[src/hw/rtl/spq_pkg.sv]
// spq_pkg: shared types and default constants for the sorted priority queue
// no dependencies; imported by every module of the block
`default_nettype none

package spq_pkg;

   localparam int DEPTH_DEF        = 16;
   localparam int PRIO_BITS_DEF    = 16;
   localparam int PAYLOAD_BITS_DEF = 32;
   // width of the capacity register
   localparam int CAP_BITS         = 5;

   typedef enum logic {
      OP_INSERT = 1'b0,
      OP_REMOVE = 1'b1
   } spq_op_type;

   // command broadcast to every cell of the chain
   typedef struct packed {
      logic push;
      logic pop;
   } spq_cmd_type;

endpackage

`default_nettype wire

[src/hw/rtl/spq_cell.sv]
// spq_cell: one storage slot of the sorted chain
// depends on spq_pkg for the command struct
`default_nettype none

module spq_cell
   import spq_pkg::*;
#(
   parameter int PRIO_BITS    = PRIO_BITS_DEF,
   parameter int PAYLOAD_BITS = PAYLOAD_BITS_DEF
) (
   input  wire logic                    clock,
   input  wire spq_cmd_type             cmd,
   input  wire logic                    occupied,
   input  wire logic [PRIO_BITS-1:0]    new_prio,
   input  wire logic [PAYLOAD_BITS-1:0] new_payload,
   input  wire logic                    left_keep,
   input  wire logic [PRIO_BITS-1:0]    left_prio,
   input  wire logic [PAYLOAD_BITS-1:0] left_payload,
   input  wire logic [PRIO_BITS-1:0]    right_prio,
   input  wire logic [PAYLOAD_BITS-1:0] right_payload,
   output logic                         keep,
   output logic [PRIO_BITS-1:0]         prio,
   output logic [PAYLOAD_BITS-1:0]      payload
);

   logic [PRIO_BITS-1:0]    prio_ff,    prio_in;
   logic [PAYLOAD_BITS-1:0] payload_ff, payload_in;

   // entry stays put on insert when it ranks at or above the new one
   assign keep = occupied && (prio_ff >= new_prio);

   always_comb begin
      prio_in    = prio_ff;
      payload_in = payload_ff;
      priority if (cmd.pop) begin
         prio_in    = right_prio;
         payload_in = right_payload;
      end else if (cmd.push && !keep) begin
         if (left_keep) begin
            prio_in    = new_prio;
            payload_in = new_payload;
         end else begin
            prio_in    = left_prio;
            payload_in = left_payload;
         end
      end
   end

   always_ff @(posedge clock) begin
      prio_ff    <= prio_in;
      payload_ff <= payload_in;
   end

   assign prio    = prio_ff;
   assign payload = payload_ff;

endmodule

`default_nettype wire

[src/hw/rtl/spq_chain.sv]
// spq_chain: row of spq_cell slots, each linked to both neighbors
// depends on spq_pkg and spq_cell
`default_nettype none

module spq_chain
   import spq_pkg::*;
#(
   parameter int DEPTH        = DEPTH_DEF,
   parameter int PRIO_BITS    = PRIO_BITS_DEF,
   parameter int PAYLOAD_BITS = PAYLOAD_BITS_DEF,
   parameter int CNT_W        = $clog2(DEPTH + 1)
) (
   input  wire logic                    clock,
   input  wire spq_cmd_type             cmd,
   input  wire logic [CNT_W-1:0]        count,
   input  wire logic [PRIO_BITS-1:0]    new_prio,
   input  wire logic [PAYLOAD_BITS-1:0] new_payload,
   output logic [PRIO_BITS-1:0]         head_prio,
   output logic [PAYLOAD_BITS-1:0]      head_payload
);

   logic [PRIO_BITS-1:0]    prio_q    [DEPTH];
   logic [PAYLOAD_BITS-1:0] payload_q [DEPTH];
   logic [DEPTH-1:0]        keep_q;

   for (genvar i = 0; i < DEPTH; i++) begin : g_cell
      logic                    l_keep;
      logic [PRIO_BITS-1:0]    l_prio, r_prio;
      logic [PAYLOAD_BITS-1:0] l_payload, r_payload;

      if (i == 0) begin : g_first
         // head slot takes the new entry unless it keeps its own
         assign l_keep    = 1'b1;
         assign l_prio    = '0;
         assign l_payload = '0;
      end else begin : g_mid
         assign l_keep    = keep_q[i-1];
         assign l_prio    = prio_q[i-1];
         assign l_payload = payload_q[i-1];
      end

      if (i == DEPTH - 1) begin : g_last
         assign r_prio    = '0;
         assign r_payload = '0;
      end else begin : g_inner
         assign r_prio    = prio_q[i+1];
         assign r_payload = payload_q[i+1];
      end

      spq_cell #(
         .PRIO_BITS    (PRIO_BITS),
         .PAYLOAD_BITS (PAYLOAD_BITS)
      ) u_cell (
         .clock         (clock),
         .cmd           (cmd),
         .occupied      (CNT_W'(i) < count),
         .new_prio      (new_prio),
         .new_payload   (new_payload),
         .left_keep     (l_keep),
         .left_prio     (l_prio),
         .left_payload  (l_payload),
         .right_prio    (r_prio),
         .right_payload (r_payload),
         .keep          (keep_q[i]),
         .prio          (prio_q[i]),
         .payload       (payload_q[i])
      );
   end

   assign head_prio    = prio_q[0];
   assign head_payload = payload_q[0];

endmodule

`default_nettype wire

[src/hw/rtl/sorted_priority_queue.sv]
// sorted_priority_queue: top level, count and capacity control around the cell chain
// depends on spq_pkg and spq_chain
//
//   channel   ports                      handshake
//   request   req_op/priority/element    start high and busy low at clock edge
//   response  rsp_*                      rsp_valid high for one cycle, no stall
//   config    csr_wdata                  csr_we high at clock edge
//
// one request per cycle: every cell compares, shifts or holds in the same edge
// the response shows in the cycle after its request and reflects the state after it
// busy is always low; the chain never has to stall a request
// reset (synchronous, active high) empties the queue and loads capacity DEPTH
// the receiver cannot stall responses, so none are buffered
`default_nettype none

module sorted_priority_queue
   import spq_pkg::*;
#(
   parameter int DEPTH        = DEPTH_DEF,
   parameter int PRIO_BITS    = PRIO_BITS_DEF,
   parameter int PAYLOAD_BITS = PAYLOAD_BITS_DEF,
   localparam int CNT_W       = $clog2(DEPTH + 1)
) (
   input  wire logic                    clock,
   input  wire logic                    reset,
   // request channel
   input  wire logic                    start,
   output logic                         busy,
   input  wire logic                    req_op,
   input  wire logic [PRIO_BITS-1:0]    req_priority_req,
   input  wire logic [PAYLOAD_BITS-1:0] req_element,
   // response channel
   output logic                         rsp_valid,
   output logic                         rsp_removed_valid,
   output logic [PRIO_BITS-1:0]         rsp_removed_priority,
   output logic [PAYLOAD_BITS-1:0]      rsp_removed_element,
   output logic [PRIO_BITS-1:0]         rsp_head_priority,
   output logic [PAYLOAD_BITS-1:0]      rsp_head_element,
   output logic [CNT_W-1:0]             rsp_entry_count,
   output logic                         rsp_is_full,
   output logic                         rsp_rejected,
   // capacity register
   input  wire logic                    csr_we,
   input  wire logic [CAP_BITS-1:0]     csr_wdata
);

   // compare width wide enough for both count and capacity
   localparam int CMP_W = (CNT_W > CAP_BITS) ? CNT_W : CAP_BITS;

   logic [CAP_BITS-1:0]     cap_ff,   cap_in;
   logic [CNT_W-1:0]        count_ff, count_in;
   logic                    rsp_valid_ff;
   logic                    removed_valid_ff, removed_valid_in;
   logic                    rejected_ff,      rejected_in;
   logic [PRIO_BITS-1:0]    removed_prio_ff,  removed_prio_in;
   logic [PAYLOAD_BITS-1:0] removed_elem_ff,  removed_elem_in;

   logic                    accept;
   logic [CMP_W-1:0]        cap_raw, cap_eff;
   logic                    full;
   spq_cmd_type             cmd;
   logic [PRIO_BITS-1:0]    head_prio;
   logic [PAYLOAD_BITS-1:0] head_payload;

   assign busy   = 1'b0;
   assign accept = start && !busy;

   // capacity saturated to 1..DEPTH; a zero acts as one
   assign cap_raw = CMP_W'(cap_ff);
   always_comb begin
      priority if (cap_raw == '0) begin
         cap_eff = CMP_W'(1);
      end else if (cap_raw > CMP_W'(DEPTH)) begin
         cap_eff = CMP_W'(DEPTH);
      end else begin
         cap_eff = cap_raw;
      end
   end

   assign full = CMP_W'(count_ff) >= cap_eff;

   // decode the request into a chain command, rejecting at the bounds
   always_comb begin
      cmd              = '0;
      count_in         = count_ff;
      removed_valid_in = 1'b0;
      rejected_in      = 1'b0;
      removed_prio_in  = '0;
      removed_elem_in  = '0;
      if (accept) begin
         unique case (spq_op_type'(req_op))
            OP_INSERT: begin
               if (full) begin
                  rejected_in = 1'b1;
               end else begin
                  cmd.push = 1'b1;
                  count_in = count_ff + CNT_W'(1);
               end
            end
            OP_REMOVE: begin
               if (count_ff == '0) begin
                  rejected_in = 1'b1;
               end else begin
                  cmd.pop          = 1'b1;
                  count_in         = count_ff - CNT_W'(1);
                  removed_valid_in = 1'b1;
                  removed_prio_in  = head_prio;
                  removed_elem_in  = head_payload;
               end
            end
            default: begin
               rejected_in = 1'b0;
            end
         endcase
      end
   end

   assign cap_in = csr_we ? csr_wdata : cap_ff;

   always_ff @(posedge clock) begin
      if (reset) begin
         cap_ff       <= CAP_BITS'(DEPTH);
         count_ff     <= '0;
         rsp_valid_ff <= 1'b0;
      end else begin
         cap_ff       <= cap_in;
         count_ff     <= count_in;
         rsp_valid_ff <= accept;
      end
   end

   // response payload, no reset needed
   always_ff @(posedge clock) begin
      removed_valid_ff <= removed_valid_in;
      rejected_ff      <= rejected_in;
      removed_prio_ff  <= removed_prio_in;
      removed_elem_ff  <= removed_elem_in;
   end

   // sorted storage: head sits in cell zero
   spq_chain #(
      .DEPTH        (DEPTH),
      .PRIO_BITS    (PRIO_BITS),
      .PAYLOAD_BITS (PAYLOAD_BITS),
      .CNT_W        (CNT_W)
   ) u_chain (
      .clock        (clock),
      .cmd          (cmd),
      .count        (count_ff),
      .new_prio     (req_priority_req),
      .new_payload  (req_element),
      .head_prio    (head_prio),
      .head_payload (head_payload)
   );

   // head and count are read straight from state, already past the request
   assign rsp_valid            = rsp_valid_ff;
   assign rsp_removed_valid    = removed_valid_ff;
   assign rsp_removed_priority = removed_prio_ff;
   assign rsp_removed_element  = removed_elem_ff;
   assign rsp_head_priority    = (count_ff == '0) ? '0 : head_prio;
   assign rsp_head_element     = (count_ff == '0) ? '0 : head_payload;
   assign rsp_entry_count      = count_ff;
   assign rsp_is_full          = full;
   assign rsp_rejected         = rejected_ff;

endmodule

`default_nettype wire

[config.mk]
export PLATFORM = sky130hd
export DESIGN_NAME = sorted_priority_queue
export DESIGN_NICKNAME = d
export VERILOG_FILES = /design/src/hw/rtl/spq_pkg.sv /design/src/hw/rtl/spq_cell.sv /design/src/hw/rtl/spq_chain.sv /design/src/hw/rtl/sorted_priority_queue.sv
export SDC_FILE = /design/constraint.sdc
export NUM_CORES = 2
export LEC_CHECK = 0
export ABC_CLOCK_PERIOD_IN_PS = 15110
export BUFFER_PORTS_ARGS = -buffer_cell sky130_fd_sc_hd__buf_2
export CORE_MARGIN = 3
export CORE_UTILIZATION = 40
export DETAILED_ROUTE_END_ITERATION = 8
export SYNTH_ARGS = -nofsm -noshare
export SYNTH_HDL_FRONTEND = slang
export SYNTH_SLANG_ARGS = --single-unit
[constraint.sdc]
create_clock -name clock -period 15.11 [get_ports clock]
set_clock_uncertainty 0.05 [all_clocks]
set_input_delay 0.7555 -clock clock [delete_from_list [all_inputs] [get_ports clock]]
set_output_delay 0.7555 -clock clock [all_outputs]
set_load 0.005 [all_outputs]
==> results.json <==
{
  "synth.distinct_cells": 64,
  "hold_viol_final": 0,
  "netlist.area_leader.share": 0.4370,
  "total_power_mw": 10.28,
  "synth_xor_area_frac": 0.0005311,
  "fin_nets": 5176,
  "die-width_um": 357.7,
  "crit_chain": "or2_1 > nor2_4 > nand2_2 > nand3_4 > inv_8 > buf_4 > or3b_4 > nor2_1 > a221oi_1",
  "place_hpwl_um": 100600,
  "yosysTopAreaCell": "edfxtp_1",
  "drc": 0,
  "hold_class": "primary input to flop",
  "synthSimpleGateAreaFrac": 0.1283,
  "drive_gt1_frac": 0.1109,
  "dominantRegCellSynth": "edfxtp_1",
  "switching_share": 0.3787,
  "power_leakage_nw": 20.46,
  "yosysWarnings": 0,
  "globalRouteOverflowTotal": 0,
  "dp_slack_ns": 9.327,
  "postCtsHoldBufs": 0,
  "maxCapViolations": 0,
  "synth_mux_area_frac": 0.07182,
  "ant_nets": 0,
  "worstSetupPathType": "flop to flop",
  "worst_setup_path_start_kind": "flop",
  "io_buffers": 162,
  "power_frac_clock": 0.248,
  "synthAdderAreaFrac": 0.06676,
  "relSlewSlack": 0.1235,
  "yosysMostFrequentCell": "nand2_1",
  "firstDrtPassIters": 6,
  "clk_latency_ns": 0.72,
  "synthToLayoutAreaGrowth_pct": 10.57,
  "power.density_mw_per_mm2": 187.8,
  "cts_resized": 0,
  "max_stage_delay_ns": 0.92,
  "p_sw_mw": 3.892,
  "gp_congestion": 0.8700,
  "vias": 41340,
  "antenna_found_initial": 8,
  "path_clk_slew_ns": 0.06,
  "final_max_slew_viol_count": 0,
  "postCtsSetupRepairBufs": 0,
  "core_area_sq_mm": 0.1224,
  "place_area_sq_mm": 0.05129,
  "yosys-top-cells-count": "755 x nand2_1, 720 x edfxtp_1, 382 x nor2_1",
  "critPathMaxFanout": 158,
  "syn_area_sq_mm": 0.04948,
  "setup_viol": 0,
  "hold_slack_ns": 0.2105,
  "ys_seq_area_frac": 0.4811,
  "avgSynthCellArea_sq_um": 9.903,
  "synth_nets": 5318,
  "n_fill_cell": 11560,
  "finish.instance_area_sq_mm": 0.05471,
  "outcome": "finished clean",
  "start_util": 0.4044,
  "cp_top_family": "simple AND/OR/NAND/NOR gates",
  "yosys-top-cells-area": "edfxtp_1 44%, mux2i_1 7.2%, ha_1 6.7%",
  "cts-root-buf": "clkbuf_16",
  "numCtsBuffers": 99,
  "arrival_ns": 6.03,
  "cts_tree": "done",
  "htreeDepth": 3,
  "die-area_sq_mm": 0.1279,
  "setup_ws_ns": 9.539,
  "cts_buffer_depth": 3,
  "critPathSlowestCell": "buf_4",
  "r2r_slack_ns": 9.54,
  "rsz0062_at_grt": "false",
  "synthArstFlopShare": 0,
  "path_buf_inv": 2,
  "cp-end-kind": "flop",
  "fin_crit_sh": 0.3687,
  "rows": 128,
  "synth_cells": 4996,
  "synth_edf_count": 720,
  "numClockSinks": 829,
  "pwr-share-seq": 0.399,
  "drtIter0Drc": 5528,
  "grt_usage": 0.2635,
  "die_h_um": 357.7,
  "ys_seq_elements": 829,
  "setup_tns_ns": 0,
  "cp.required_ns": 15.57,
  "wire_per_inst_um": 26.55,
  "fin_crit_ns": 5.571,
  "via_per_inst": 6.292,
  "io_pins": 164,
  "combPwrFrac": 0.353,
  "synth_top_family_by_area": "compound AO/OA/AOI/OAI gates",
  "grt_start_max_net_pins": 206,
  "worst_slew_pin_slew_ns": 1.310,
  "max_freq_ghz": 0.1795,
  "first_global_vias": 39380,
  "peakVddDrop_uv": 109.0,
  "synth_compound_area_frac": 0.1957,
  "grt_pass1_wl_um": 256200,
  "routed_wl_um": 174500,
  "internal-power_mw": 6.384
}
[routing by layer]
layer  part of all wire  GRT usage
met2               0.45     0.4134
met3              0.097    0.05356
met5            0.00018          0
met4              0.034    0.09721
met1               0.42     0.3602
[worst reg2reg max path: stages, from the launching register on]
cell and delay (ns):
dfxtp_1 0.82, or2_1 0.31, nor2_4 0.14, nand2_2 0.19, nand3_4 0.54, inv_8 0.92, buf_4 1.05, or3b_4 0.93
nor2_1 0.11, a221oi_1 0.30
[power by group through the flow]
| stage | registers (mW) | clock network (mW) | logic [mW] |
|---|---|---|---|
| 6_report | 4.10 | 2.55 | 3.63 |
| 2_1_floorplan | 3.94 | 0 | 2.46 |
| 3_5_place_dp | 4.11 | 0 | 3.57 |
| 4_1_cts | 4.08 | 2.59 | 3.57 |
| 5_1_grt | 4.17 | 2.67 | 3.94 |
| 3_3_place_gp | 4.11 | 0 | 3.47 |
[worst paths after layout]
| path | from | endpoint | cells after the start |
|---|---|---|---|
| setup / recovery | rsp_entry_count[3] | u_chain.g_cell[10].u_cell.payload[22] | 9 |
| hold / removal | csr_wdata[4] | cap_ff[4] | 3 |
| setup reg to reg | rsp_entry_count[3] | u_chain.g_cell[10].u_cell.payload[22] | 9 |
| hold reg to reg | u_chain.g_cell[15].u_cell.payload[23] | u_chain.g_cell[15].u_cell.payload[23] | 2 |
[cells in the final DEF, fill, tap and decap left out, types with 16 or more instances in the layout]
cell	instances
nand2_1	742
dfxtp_1	109
edfxtp_1	720
buf_4	77
o221a_2	48
a211oi_1	20
nand3_1	42
a21oi_1	310
and2_1	94
o211ai_1	37
a22oi_1	47
ha_1	264
clkinv_2	17
inv_1	184
a21o_1	35
clkbuf_1	21
o22ai_1	16
or3_1	35
a221oi_1	204
o221ai_1	196
nand4_1	24
clkbuf_8	17
nor3_1	104
mux2i_1	355
buf_2	162
nor2_1	378
o21ai_0	355
a221oi_2	40
clkbuf_16	102
[sequential cells by signal, indices dropped and copies added, names as in the netlist]
name	count
u_chain.g_cell.u_cell.payload	512
cap_ff	5
rsp_removed_priority	16
u_chain.g_cell.u_cell.prio	256
rsp_removed_valid	1
rsp_removed_element	32
rsp_entry_count	5
rsp_rejected	1
rsp_valid	1
[cell type report]
cell class / count / area [sq um] / area share
Tap cell: 1625 / 2033 / 0.03717
Antenna cell: 5 / 12.51 / 0.0002287
Clock buffer: 140 / 2865 / 0.05238
Multi-Input combinational cell: 3497 / 23300 / 0.4260
Clock inverter: 48 / 538.0 / 0.009835
Timing Repair Buffer: 242 / 1449 / 0.02648
Inverter: 185 / 701.9 / 0.01283
Sequential cell: 829 / 23800 / 0.4351
[cells by family (layout without fill, tap and decap cells)]
logic type	after synthesis	count (layout)
buffers and inverters	670	615
other	1	6
flip-flops	829	829
XOR/XNOR	3	3
adder cells (fa/ha/maj)	264	264
AO/OA/AOI/OAI	1381	1381
multiplexers	355	355
AND/OR/NAND/NOR	1493	1493
[through the flow]
step | instances | utilization
after global routing | 6566 | 0.4470
after floorplan | 4996 | -
after detailed placement | 6378 | 0.4192
after CTS | 6566 | 0.4470
after global placement | 6378 | 0.4192
final | 6571 | 0.4471
Note: power is estimated with default switching activity, not from simulation.
